--- src/rtl/evd_pkg.sv ---
// Shared types, constants and a helper function of the edge block varint decoder.
`default_nettype none

package evd_pkg;

   // Key width used by the range check, and the width of the key ports.
   localparam int KEY_BITS     = 48;
   localparam int OUT_KEY_BITS = 48;

   // FNV-1a constants.
   localparam logic [31:0] FNV_BASIS = 32'h811C_9DC5;
   localparam logic [31:0] FNV_PRIME = 32'h0100_0193;

   // Byte queue between the hash front end and the decode back end.
   localparam int QUEUE_DEPTH    = 4;
   localparam int QUEUE_IDX_BITS = $clog2(QUEUE_DEPTH);
   localparam int QUEUE_CNT_BITS = $clog2(QUEUE_DEPTH + 1);

   typedef enum logic [2:0] {
      STATUS_OK       = 3'd0,
      STATUS_CHECKSUM = 3'd1,
      STATUS_VARINT   = 3'd2,
      STATUS_RANGE    = 3'd3,
      STATUS_TRAILING = 3'd4
   } status_type;

   typedef enum logic {
      KIND_EDGE   = 1'b0,
      KIND_STATUS = 1'b1
   } kind_type;

   typedef enum logic {
      CSR_RECORD_COUNT      = 1'b0,
      CSR_EXPECTED_CHECKSUM = 1'b1
   } csr_index_type;

   // Position of a varint inside one record.
   typedef enum logic [1:0] {
      FIELD_REP    = 2'd0,
      FIELD_MEMBER = 2'd1,
      FIELD_DIAG   = 2'd2,
      FIELD_SCORE  = 2'd3
   } field_type;

   // One request byte together with the running hash after it.
   typedef struct packed {
      logic [7:0]  data_byte;
      logic        last_byte;
      logic [31:0] block_hash;
   } byte_entry_type;

   // One result item.
   typedef struct packed {
      kind_type                 kind;
      logic [OUT_KEY_BITS-1:0]  rep_key;
      logic [OUT_KEY_BITS-1:0]  member_key;
      logic signed [15:0]       diag;
      logic [15:0]              edge_score;
      logic                     reverse_strand;
      status_type               status;
   } result_type;

   // Zigzag decode of a 64-bit value.
   function automatic logic [63:0] unzigzag(input logic [63:0] value);
      return (value >> 1) ^ {64{value[0]}};
   endfunction

endpackage

`default_nettype wire

--- src/rtl/evd_front.sv ---
// Front end: accepts request bytes and keeps the running FNV-1a hash of the block.
`default_nettype none

module evd_front
   import evd_pkg::*;
(
   input  wire logic           clock,
   input  wire logic           reset,
   input  wire logic           req_valid,
   output logic                req_ready,
   input  wire logic [7:0]     req_data_byte,
   input  wire logic           req_last_byte,
   output logic                push_valid,
   input  wire logic           push_ready,
   output byte_entry_type      push_entry
);

   logic [31:0] hash_ff;
   logic [31:0] hash_in;
   logic [31:0] hash_next;
   logic        accept;

   // One hash round per byte; the hash restarts after the final byte.
   always_comb begin
      hash_next = (hash_ff ^ {24'd0, req_data_byte}) * FNV_PRIME;
      accept    = req_valid && push_ready;
      hash_in   = hash_ff;
      if (accept) begin
         hash_in = req_last_byte ? FNV_BASIS : hash_next;
      end
   end

   always_ff @(posedge clock) begin
      if (reset) begin
         hash_ff <= FNV_BASIS;
      end else begin
         hash_ff <= hash_in;
      end
   end

   // The request goes straight into the byte queue with its hash.
   assign req_ready             = push_ready;
   assign push_valid            = req_valid;
   assign push_entry.data_byte  = req_data_byte;
   assign push_entry.last_byte  = req_last_byte;
   assign push_entry.block_hash = hash_next;

endmodule

`default_nettype wire

--- src/rtl/evd_byte_queue.sv ---
// Short queue of hashed bytes between the front end and the decode back end.
`default_nettype none

module evd_byte_queue
   import evd_pkg::*;
(
   input  wire logic           clock,
   input  wire logic           reset,
   input  wire logic           push_valid,
   output logic                push_ready,
   input  wire byte_entry_type push_entry,
   output logic                pop_valid,
   input  wire logic           pop_ready,
   output byte_entry_type      pop_entry
);

   byte_entry_type              entries_ff [QUEUE_DEPTH];
   logic [QUEUE_IDX_BITS-1:0]   wr_ptr_ff;
   logic [QUEUE_IDX_BITS-1:0]   wr_ptr_in;
   logic [QUEUE_IDX_BITS-1:0]   rd_ptr_ff;
   logic [QUEUE_IDX_BITS-1:0]   rd_ptr_in;
   logic [QUEUE_CNT_BITS-1:0]   count_ff;
   logic [QUEUE_CNT_BITS-1:0]   count_in;
   logic                        do_push;
   logic                        do_pop;

   // Pointer and fill count updates.
   always_comb begin
      push_ready = (count_ff != QUEUE_CNT_BITS'(QUEUE_DEPTH));
      pop_valid  = (count_ff != '0);
      do_push    = push_valid && push_ready;
      do_pop     = pop_valid && pop_ready;
      wr_ptr_in  = do_push ? wr_ptr_ff + 1'b1 : wr_ptr_ff;
      rd_ptr_in  = do_pop ? rd_ptr_ff + 1'b1 : rd_ptr_ff;
      count_in   = count_ff;
      if (do_push && !do_pop) begin
         count_in = count_ff + 1'b1;
      end else if (do_pop && !do_push) begin
         count_in = count_ff - 1'b1;
      end
   end

   always_ff @(posedge clock) begin
      if (reset) begin
         wr_ptr_ff <= '0;
         rd_ptr_ff <= '0;
         count_ff  <= '0;
      end else begin
         wr_ptr_ff <= wr_ptr_in;
         rd_ptr_ff <= rd_ptr_in;
         count_ff  <= count_in;
      end
   end

   // Entry storage; payload needs no reset.
   always_ff @(posedge clock) begin
      if (do_push) begin
         entries_ff[wr_ptr_ff] <= push_entry;
      end
   end

   assign pop_entry = entries_ff[rd_ptr_ff];

endmodule

`default_nettype wire

--- src/rtl/evd_back.sv ---
// Back end: varint decode, record rebuild, range checks and the two-slot response stage.
`default_nettype none

module evd_back
   import evd_pkg::*;
(
   input  wire logic           clock,
   input  wire logic           reset,
   input  wire logic [31:0]    record_count,
   input  wire logic [31:0]    expected_checksum,
   input  wire logic           pop_valid,
   output logic                pop_ready,
   input  wire byte_entry_type pop_entry,
   output logic                rsp_valid,
   input  wire logic           rsp_ready,
   output result_type          rsp_result
);

   // Block decode state.
   logic [63:0] accum_ff;
   logic [63:0] accum_in;
   logic [3:0]  vbytes_ff;
   logic [3:0]  vbytes_in;
   field_type   field_ff;
   field_type   field_in;
   logic [63:0] prev_ff;
   logic [63:0] prev_in;
   logic [63:0] member_ff;
   logic [63:0] member_in;
   logic [15:0] diag_ff;
   logic [15:0] diag_in;
   logic [31:0] done_ff;
   logic [31:0] done_in;
   status_type  error_ff;
   status_type  error_in;
   logic        range_bad_ff;
   logic        range_bad_in;

   // Response slots: slot 0 is shown, slot 1 holds a status behind an edge.
   result_type  slot0_ff;
   result_type  slot1_ff;
   logic        slot0_valid_ff;
   logic        slot1_valid_ff;

   logic        pop;
   logic        edge_fire;
   logic [6:0]  shift_amt;
   logic [63:0] accum_next;
   logic [63:0] rep_sum;
   logic [63:0] member_sum;
   logic [63:0] diag_value;
   status_type  block_status;
   result_type  edge_result;
   result_type  status_result;

   // A byte is taken only when both its possible results fit.
   assign pop = pop_valid && !slot1_valid_ff && (!slot0_valid_ff || rsp_ready);
   assign pop_ready = pop;

   // Varint accumulation and the per-field arithmetic.
   always_comb begin
      shift_amt  = 7'({3'b000, vbytes_ff} * 7'd7);
      accum_next = accum_ff | ({57'd0, pop_entry.data_byte[6:0]} << shift_amt);
      rep_sum    = prev_ff + accum_next;
      member_sum = prev_ff + unzigzag(accum_next);
      diag_value = unzigzag(accum_next);
   end

   // Next block state for the byte at the head of the queue.
   always_comb begin
      accum_in     = accum_ff;
      vbytes_in    = vbytes_ff;
      field_in     = field_ff;
      prev_in      = prev_ff;
      member_in    = member_ff;
      diag_in      = diag_ff;
      done_in      = done_ff;
      error_in     = error_ff;
      range_bad_in = range_bad_ff;
      edge_fire    = 1'b0;

      if (error_ff == STATUS_OK) begin
         priority if (done_ff >= record_count) begin
            error_in = STATUS_TRAILING;
         end else if (vbytes_ff >= 4'd9 && pop_entry.data_byte > 8'd1) begin
            error_in = STATUS_VARINT;
         end else begin
            accum_in  = accum_next;
            vbytes_in = vbytes_ff + 4'd1;
            if (!pop_entry.data_byte[7]) begin
               // The varint ends here.
               accum_in  = '0;
               vbytes_in = '0;
               field_in  = field_type'(2'(field_ff + 2'd1));
               unique case (field_ff)
                  FIELD_REP: begin
                     prev_in = rep_sum;
                     if (rep_sum[63:KEY_BITS] != '0) begin
                        range_bad_in = 1'b1;
                     end
                  end
                  FIELD_MEMBER: begin
                     member_in = member_sum;
                     if (member_sum[63:KEY_BITS] != '0) begin
                        range_bad_in = 1'b1;
                     end
                  end
                  FIELD_DIAG: begin
                     diag_in = diag_value[15:0];
                     if (diag_value[63:15] != {49{diag_value[15]}}) begin
                        range_bad_in = 1'b1;
                     end
                  end
                  FIELD_SCORE: begin
                     if (accum_next[63:17] != '0 || range_bad_ff) begin
                        error_in = STATUS_RANGE;
                     end else begin
                        edge_fire = 1'b1;
                        done_in   = done_ff + 32'd1;
                     end
                     range_bad_in = 1'b0;
                  end
                  default: begin
                     range_bad_in = range_bad_ff;
                  end
               endcase
            end
         end
      end

      // End-of-block status, checksum mismatch first.
      priority if (pop_entry.block_hash != expected_checksum) begin
         block_status = STATUS_CHECKSUM;
      end else if (error_in != STATUS_OK) begin
         block_status = error_in;
      end else if (done_in != record_count) begin
         block_status = STATUS_VARINT;
      end else begin
         block_status = STATUS_OK;
      end

      // The final byte returns the whole block state to its reset values.
      if (pop_entry.last_byte) begin
         accum_in     = '0;
         vbytes_in    = '0;
         field_in     = FIELD_REP;
         prev_in      = '0;
         member_in    = '0;
         diag_in      = '0;
         done_in      = '0;
         error_in     = STATUS_OK;
         range_bad_in = 1'b0;
      end
   end

   // Result items built from the current record and the block status.
   always_comb begin
      edge_result.kind           = KIND_EDGE;
      edge_result.rep_key        = prev_ff[OUT_KEY_BITS-1:0];
      edge_result.member_key     = member_ff[OUT_KEY_BITS-1:0];
      edge_result.diag           = diag_ff;
      edge_result.edge_score     = accum_next[16:1];
      edge_result.reverse_strand = accum_next[0];
      edge_result.status         = STATUS_OK;

      status_result.kind           = KIND_STATUS;
      status_result.rep_key        = '0;
      status_result.member_key     = '0;
      status_result.diag           = '0;
      status_result.edge_score     = '0;
      status_result.reverse_strand = 1'b0;
      status_result.status         = block_status;
   end

   // Block state registers.
   always_ff @(posedge clock) begin
      if (reset) begin
         accum_ff     <= '0;
         vbytes_ff    <= '0;
         field_ff     <= FIELD_REP;
         prev_ff      <= '0;
         member_ff    <= '0;
         diag_ff      <= '0;
         done_ff      <= '0;
         error_ff     <= STATUS_OK;
         range_bad_ff <= 1'b0;
      end else if (pop) begin
         accum_ff     <= accum_in;
         vbytes_ff    <= vbytes_in;
         field_ff     <= field_in;
         prev_ff      <= prev_in;
         member_ff    <= member_in;
         diag_ff      <= diag_in;
         done_ff      <= done_in;
         error_ff     <= error_in;
         range_bad_ff <= range_bad_in;
      end
   end

   // Response slot valid bits.
   always_ff @(posedge clock) begin
      if (reset) begin
         slot0_valid_ff <= 1'b0;
         slot1_valid_ff <= 1'b0;
      end else if (pop) begin
         slot0_valid_ff <= edge_fire || pop_entry.last_byte;
         slot1_valid_ff <= edge_fire && pop_entry.last_byte;
      end else if (rsp_ready && slot0_valid_ff) begin
         slot0_valid_ff <= slot1_valid_ff;
         slot1_valid_ff <= 1'b0;
      end
   end

   // Response slot payload.
   always_ff @(posedge clock) begin
      if (pop) begin
         slot0_ff <= edge_fire ? edge_result : status_result;
         slot1_ff <= status_result;
      end else if (rsp_ready && slot0_valid_ff) begin
         slot0_ff <= slot1_ff;
      end
   end

   assign rsp_valid  = slot0_valid_ff;
   assign rsp_result = slot0_ff;

endmodule

`default_nettype wire

--- src/rtl/edge_block_varint_decoder_core.sv ---
// Top level of the edge block varint decoder: ports, configuration registers, wiring.
//
// Usage: the request channel (req_valid/req_ready) carries the payload of one packed
// edge block, one byte per request, with req_last_byte on the final byte. The response
// channel (rsp_valid/rsp_ready) returns one decoded edge (kind 0) each time a record's
// fourth varint ends and passes its range checks, and one status item (kind 1) after
// the final byte. Downstream drops the block's edges if that status is not ok.
// Throughput is one request per cycle if the queue has room; the byte hash is a single
// 32-bit multiply loop in the front end and the decode back end retires one queued byte
// per cycle if the response slots have room. A final byte that also ends a record gives
// two responses, edge first, and occupies both response slots. A four-entry byte queue
// and a two-slot response stage decouple the sides: while the receiver stalls, requests
// keep being taken until the queue fills. The csr_ port writes record_count (index 0) and
// expected_checksum (index 1) while the block is idle; the user must see to this, the block
// does not enforce it. Reset sets record_count to 1, expected_checksum to 0, restarts the
// hash and clears decode state; block state also returns to reset after each final byte.
`default_nettype none

module edge_block_varint_decoder_core
   import evd_pkg::*;
(
   input  wire logic                    clock,
   input  wire logic                    reset,
   input  wire logic                    req_valid,
   output logic                         req_ready,
   input  wire logic [7:0]              req_data_byte,
   input  wire logic                    req_last_byte,
   output logic                         rsp_valid,
   input  wire logic                    rsp_ready,
   output logic                         rsp_kind,
   output logic [OUT_KEY_BITS-1:0]      rsp_rep_key,
   output logic [OUT_KEY_BITS-1:0]      rsp_member_key,
   output logic signed [15:0]           rsp_diag,
   output logic [15:0]                  rsp_edge_score,
   output logic                         rsp_reverse_strand,
   output logic [2:0]                   rsp_status,
   input  wire logic                    csr_wen,
   input  wire logic                    csr_index,
   input  wire logic [31:0]             csr_wdata
);

   logic [31:0]    record_count_ff;
   logic [31:0]    expected_checksum_ff;
   logic           push_valid;
   logic           push_ready;
   byte_entry_type push_entry;
   logic           pop_valid;
   logic           pop_ready;
   byte_entry_type pop_entry;
   result_type     rsp_result;

   // Configuration registers.
   always_ff @(posedge clock) begin
      if (reset) begin
         record_count_ff      <= 32'd1;
         expected_checksum_ff <= '0;
      end else if (csr_wen) begin
         unique case (csr_index_type'(csr_index))
            CSR_RECORD_COUNT:      record_count_ff      <= csr_wdata;
            CSR_EXPECTED_CHECKSUM: expected_checksum_ff <= csr_wdata;
            default:               record_count_ff      <= record_count_ff;
         endcase
      end
   end

   evd_front u_front (
      .clock         (clock),
      .reset         (reset),
      .req_valid     (req_valid),
      .req_ready     (req_ready),
      .req_data_byte (req_data_byte),
      .req_last_byte (req_last_byte),
      .push_valid    (push_valid),
      .push_ready    (push_ready),
      .push_entry    (push_entry)
   );

   evd_byte_queue u_queue (
      .clock      (clock),
      .reset      (reset),
      .push_valid (push_valid),
      .push_ready (push_ready),
      .push_entry (push_entry),
      .pop_valid  (pop_valid),
      .pop_ready  (pop_ready),
      .pop_entry  (pop_entry)
   );

   evd_back u_back (
      .clock             (clock),
      .reset             (reset),
      .record_count      (record_count_ff),
      .expected_checksum (expected_checksum_ff),
      .pop_valid         (pop_valid),
      .pop_ready         (pop_ready),
      .pop_entry         (pop_entry),
      .rsp_valid         (rsp_valid),
      .rsp_ready         (rsp_ready),
      .rsp_result        (rsp_result)
   );

   // Response fields.
   assign rsp_kind           = rsp_result.kind;
   assign rsp_rep_key        = rsp_result.rep_key;
   assign rsp_member_key     = rsp_result.member_key;
   assign rsp_diag           = rsp_result.diag;
   assign rsp_edge_score     = rsp_result.edge_score;
   assign rsp_reverse_strand = rsp_result.reverse_strand;
   assign rsp_status         = rsp_result.status;

endmodule

`default_nettype wire
--- config.mk ---
export PLATFORM = sky130hd
export DESIGN_NAME = edge_block_varint_decoder_core
export DESIGN_NICKNAME = d
export VERILOG_FILES = /design/src/rtl/evd_pkg.sv /design/src/rtl/evd_front.sv /design/src/rtl/evd_byte_queue.sv /design/src/rtl/evd_back.sv /design/src/rtl/edge_block_varint_decoder_core.sv
export SDC_FILE = /design/constraint.sdc
export NUM_CORES = 2
export LEC_CHECK = 0
export BUFFER_PORTS_ARGS = -buffer_cell sky130_fd_sc_hd__buf_4
export CAP_MARGIN = 0
export CORE_MARGIN = 2
export CORE_UTILIZATION = 37
export DETAILED_ROUTE_END_ITERATION = 6
export HOLD_SLACK_MARGIN = 0.02
export PLACE_DENSITY = 0.56
export SYNTH_ARGS = -nofsm -noshare
export SYNTH_HDL_FRONTEND = slang
export SYNTH_SLANG_ARGS = --single-unit
--- constraint.sdc ---
create_clock -name clock -period 19 [get_ports clock]
set_input_delay 3.8 -clock clock [delete_from_list [all_inputs] [get_ports clock]]
set_output_delay 3.8 -clock clock [all_outputs]
set_load 0.05 [all_outputs]
==> results_dict.tcl <==
set metrics [dict create \
    overflow 0 \
    ctsResizeCount 0 \
    fill_cells 10800 \
    synth_top_family_by_area "simple AND/OR/NAND/NOR gates" \
    gp_congestion 0.905 \
    die_w_microns 335 \
    placementRows 121 \
    relSlewSlack_pct 14.3 \
    yosys-top-cells-count "470 x a21oi_1, 409 x nand2_1, 366 x inv_1" \
    wl_microns 122000 \
    avgSynthCellArea_sq_um 9.23 \
    grt_max_degree 119 \
    core-area_sq_um 109000 \
    use_met1_pct 28.4 \
    cp_data_required_time_ns 19.52 \
    htreeDepth 3 \
    final-max-slew-violation-count 0 \
    dp_slack_ns 8.98 \
    arrival_ns 10.00 \
    rsz0062_at_grt "no" \
    outcome "complete, no violations" \
    clk_latency_ns 0.65 \
    hold_violations 0 \
    firstDrtPassIters 5 \
    drc 0 \
    start_util_pct 37.2 \
    worst_setup_path_end_kind "flip-flop" \
    cts_buffers 77 \
    synthCells 4384 \
    ios 182 \
    fin_ws_ns 9.52 \
    hold_path_startpoint "u_back.member_ff[4]$_SDFFE_PP0P_" \
    clkSinkCount 641 \
    dp.cells 5804 \
    synth_area_leaders "edfxtp_1 22%, dfxtp_1 17%, ha_1 11%" \
    post_drt_via_cell_ratio 5.45 \
    ant_nets 0 \
    grt_pass1_vias 31600 \
    cts_buffer_depth 3 \
    synthArstFlopShare_pct 0 \
    synth_edf_count 300 \
    dr.first_iter.drc_count 2507 \
    stdcell_area_sq_um 45800 \
    cts_tree "built" \
    layout.nets 4951 \
    antenna_found_initial 0 \
    grt_pass1_wl_microns 187000 \
    ys_ff_latch 641 \
    gr-usage-met3_pct 2.72 \
    synth_most_common_cell "a21oi_1" \
    dp_hpwl_microns 89800 \
    clkSlewWorstSetupHoldPaths_ns 0.06 \
    yosysWarningCount 0 \
    yosysUniqueCellTypes 80 \
    synth-xor-area-share_pct 6.58 \
    grt.busiest_layer "met2" \
    root_buffer "clkbuf_16" \
    via_count 32400 \
    synth_compound_area_share_pct 15.4 \
    cp-start-kind "primary input" \
    worst_pin_slew_ns 1.28 \
    synthSimpleGateAreaFrac_pct 15.8 \
    clock_skew_ns 0.0273 \
    synthMuxAreaShare_pct 2.63 \
    cts_setup_buffers 0 \
    track_usage_pct 21.4 \
    crit_start "req_data_byte[4]" \
    placed_area_sq_um 43200 \
    netlist_area_sq_um 40500 \
    setup_viol 0 \
    fp.dieH_microns 335 \
    min_period_ns 9.48 \
    drive_gt1_share_pct 9.84 \
    synth.yosys.seq_area_share_pct 39.1 \
    portBuffers 181 \
    netlist.area_leader.share_pct 22.3 \
    wl_per_cell_microns 20.4 \
    synthToLayoutAreaGrowth_pct 13.3 \
    setup_tns_ns 0 \
    cts_hold_buf 0 \
    crit_type "in -> reg" \
    syn_nets 4866 \
    synth-adder-area-share_pct 14.9 \
    synthFlopType "dfxtp_1" \
    drv_cap 0 \
    path_max_fanout 6 \
    grt_use_met2_pct 36.2 \
    fin_crit_sh_pct 49.9 \
    min_path_type "reg -> reg" \
    fmax_mhz 105 \
    die_area_sq_um 112000 \
    yosysTopAreaCell "edfxtp_1" \
    final_cells 5948 \
]
## final cells by class
| cell class | count | area (sq um) | area share (%) |
|---|---|---|---|
| inverters | 368 | 1380 | 3.02 |
| well taps | 1414 | 1770 | 3.86 |
| flip-flops and latches | 641 | 15800 | 34.5 |
| multi-input cells | 3149 | 22500 | 49.0 |
| clock buffers | 105 | 2170 | 4.72 |
| diodes | 1 | 2.50 | 0.00546 |
| repair buffers | 232 | 1750 | 3.81 |
| clock inverters | 38 | 474 | 1.03 |
## final timing paths
check | cells after the start | endpoint | slack (ns)
max | 24 | u_front.hash_ff[30]$_SDFFE_PP0P_ | 9.52
min | 2 | u_back.member_ff[4]$_SDFFE_PP0P_ | 0.45
max reg2reg | 21 | u_back.range_bad_ff$_SDFFE_PP0P_ | 11.23
min reg2reg | 2 | u_back.member_ff[4]$_SDFFE_PP0P_ | 0.45
## worst max-delay path, cell delays in order
cell	delay, ns
buf_4	0.13
xor2_1	0.66
ha_1	0.37
ha_1	0.31
fa_1	0.49
ha_1	0.14
inv_1	0.04
fa_1	0.47
inv_1	0.04
ha_1	0.28
fa_1	0.44
ha_1	0.34
a21o_1	0.19
a21o_1	0.18
a21o_1	0.20
nor3b_1	0.27
a211oi_1	0.14
nor2_1	0.15
a211o_1	0.22
o21ai_0	0.17
a311o_1	0.38
a21oi_1	0.18
xnor2_1	0.16
a32o_1	0.23
## registers in the layout (all words and copies together), names as in the netlist, 3 cells and up, named ones only
signal                cells
record_count_ff          32
u_back.prev_ff           64
u_back.diag_ff           16
u_back.slot1_ff           3
u_queue.count_ff          3
u_back.error_ff           3
u_back.accum_ff          64
u_back.member_ff         48
u_back.done_ff           32
u_front.hash_ff          32
expected_checksum_ff     32
u_queue.entries_ff      164
u_back.vbytes_ff          4
u_back.rsp_result       133
## cells by family after synthesis
logic type      Yosys count
compound gates         1026
xor+xnor                304
fa+ha+maj               435
buf+inv                 594
flops                   641
mux                      56
simple gates           1328
## routing by layer
layer  up-vias  wire (microns)  share of wire, %
met1     15600           54500                45
li1      15800               -                 -
met2       855           57700                47
met5         -               0                 0
met4         0            3950               3.2
met3       196            5480               4.5
## cells in the final DEF (no fill, tap or decap), types with 132 or more instances in the layout
master / n
dfxtp_1: 339
ha_1: 358
nand3_1: 155
a21oi_1: 470
nor2_1: 290
xnor2_1: 223
inv_1: 366
edfxtp_1: 300
and3_1: 132
nand2_1: 408
buf_4: 231
## metrics by stage
step / util (%) / hold slack (ns)
finish: 42.2 / 0.446
global placement: 39.7 / 0.434
detailed placement: 39.7 / 0.442
CTS: 42.2 / 0.448
floorplan: - / 0.427
global route: 42.2 / 0.462
Power is left out: the tool's default activity adds up to more than one toggle a clock period on the data nets, which glitch-free logic cannot reach.
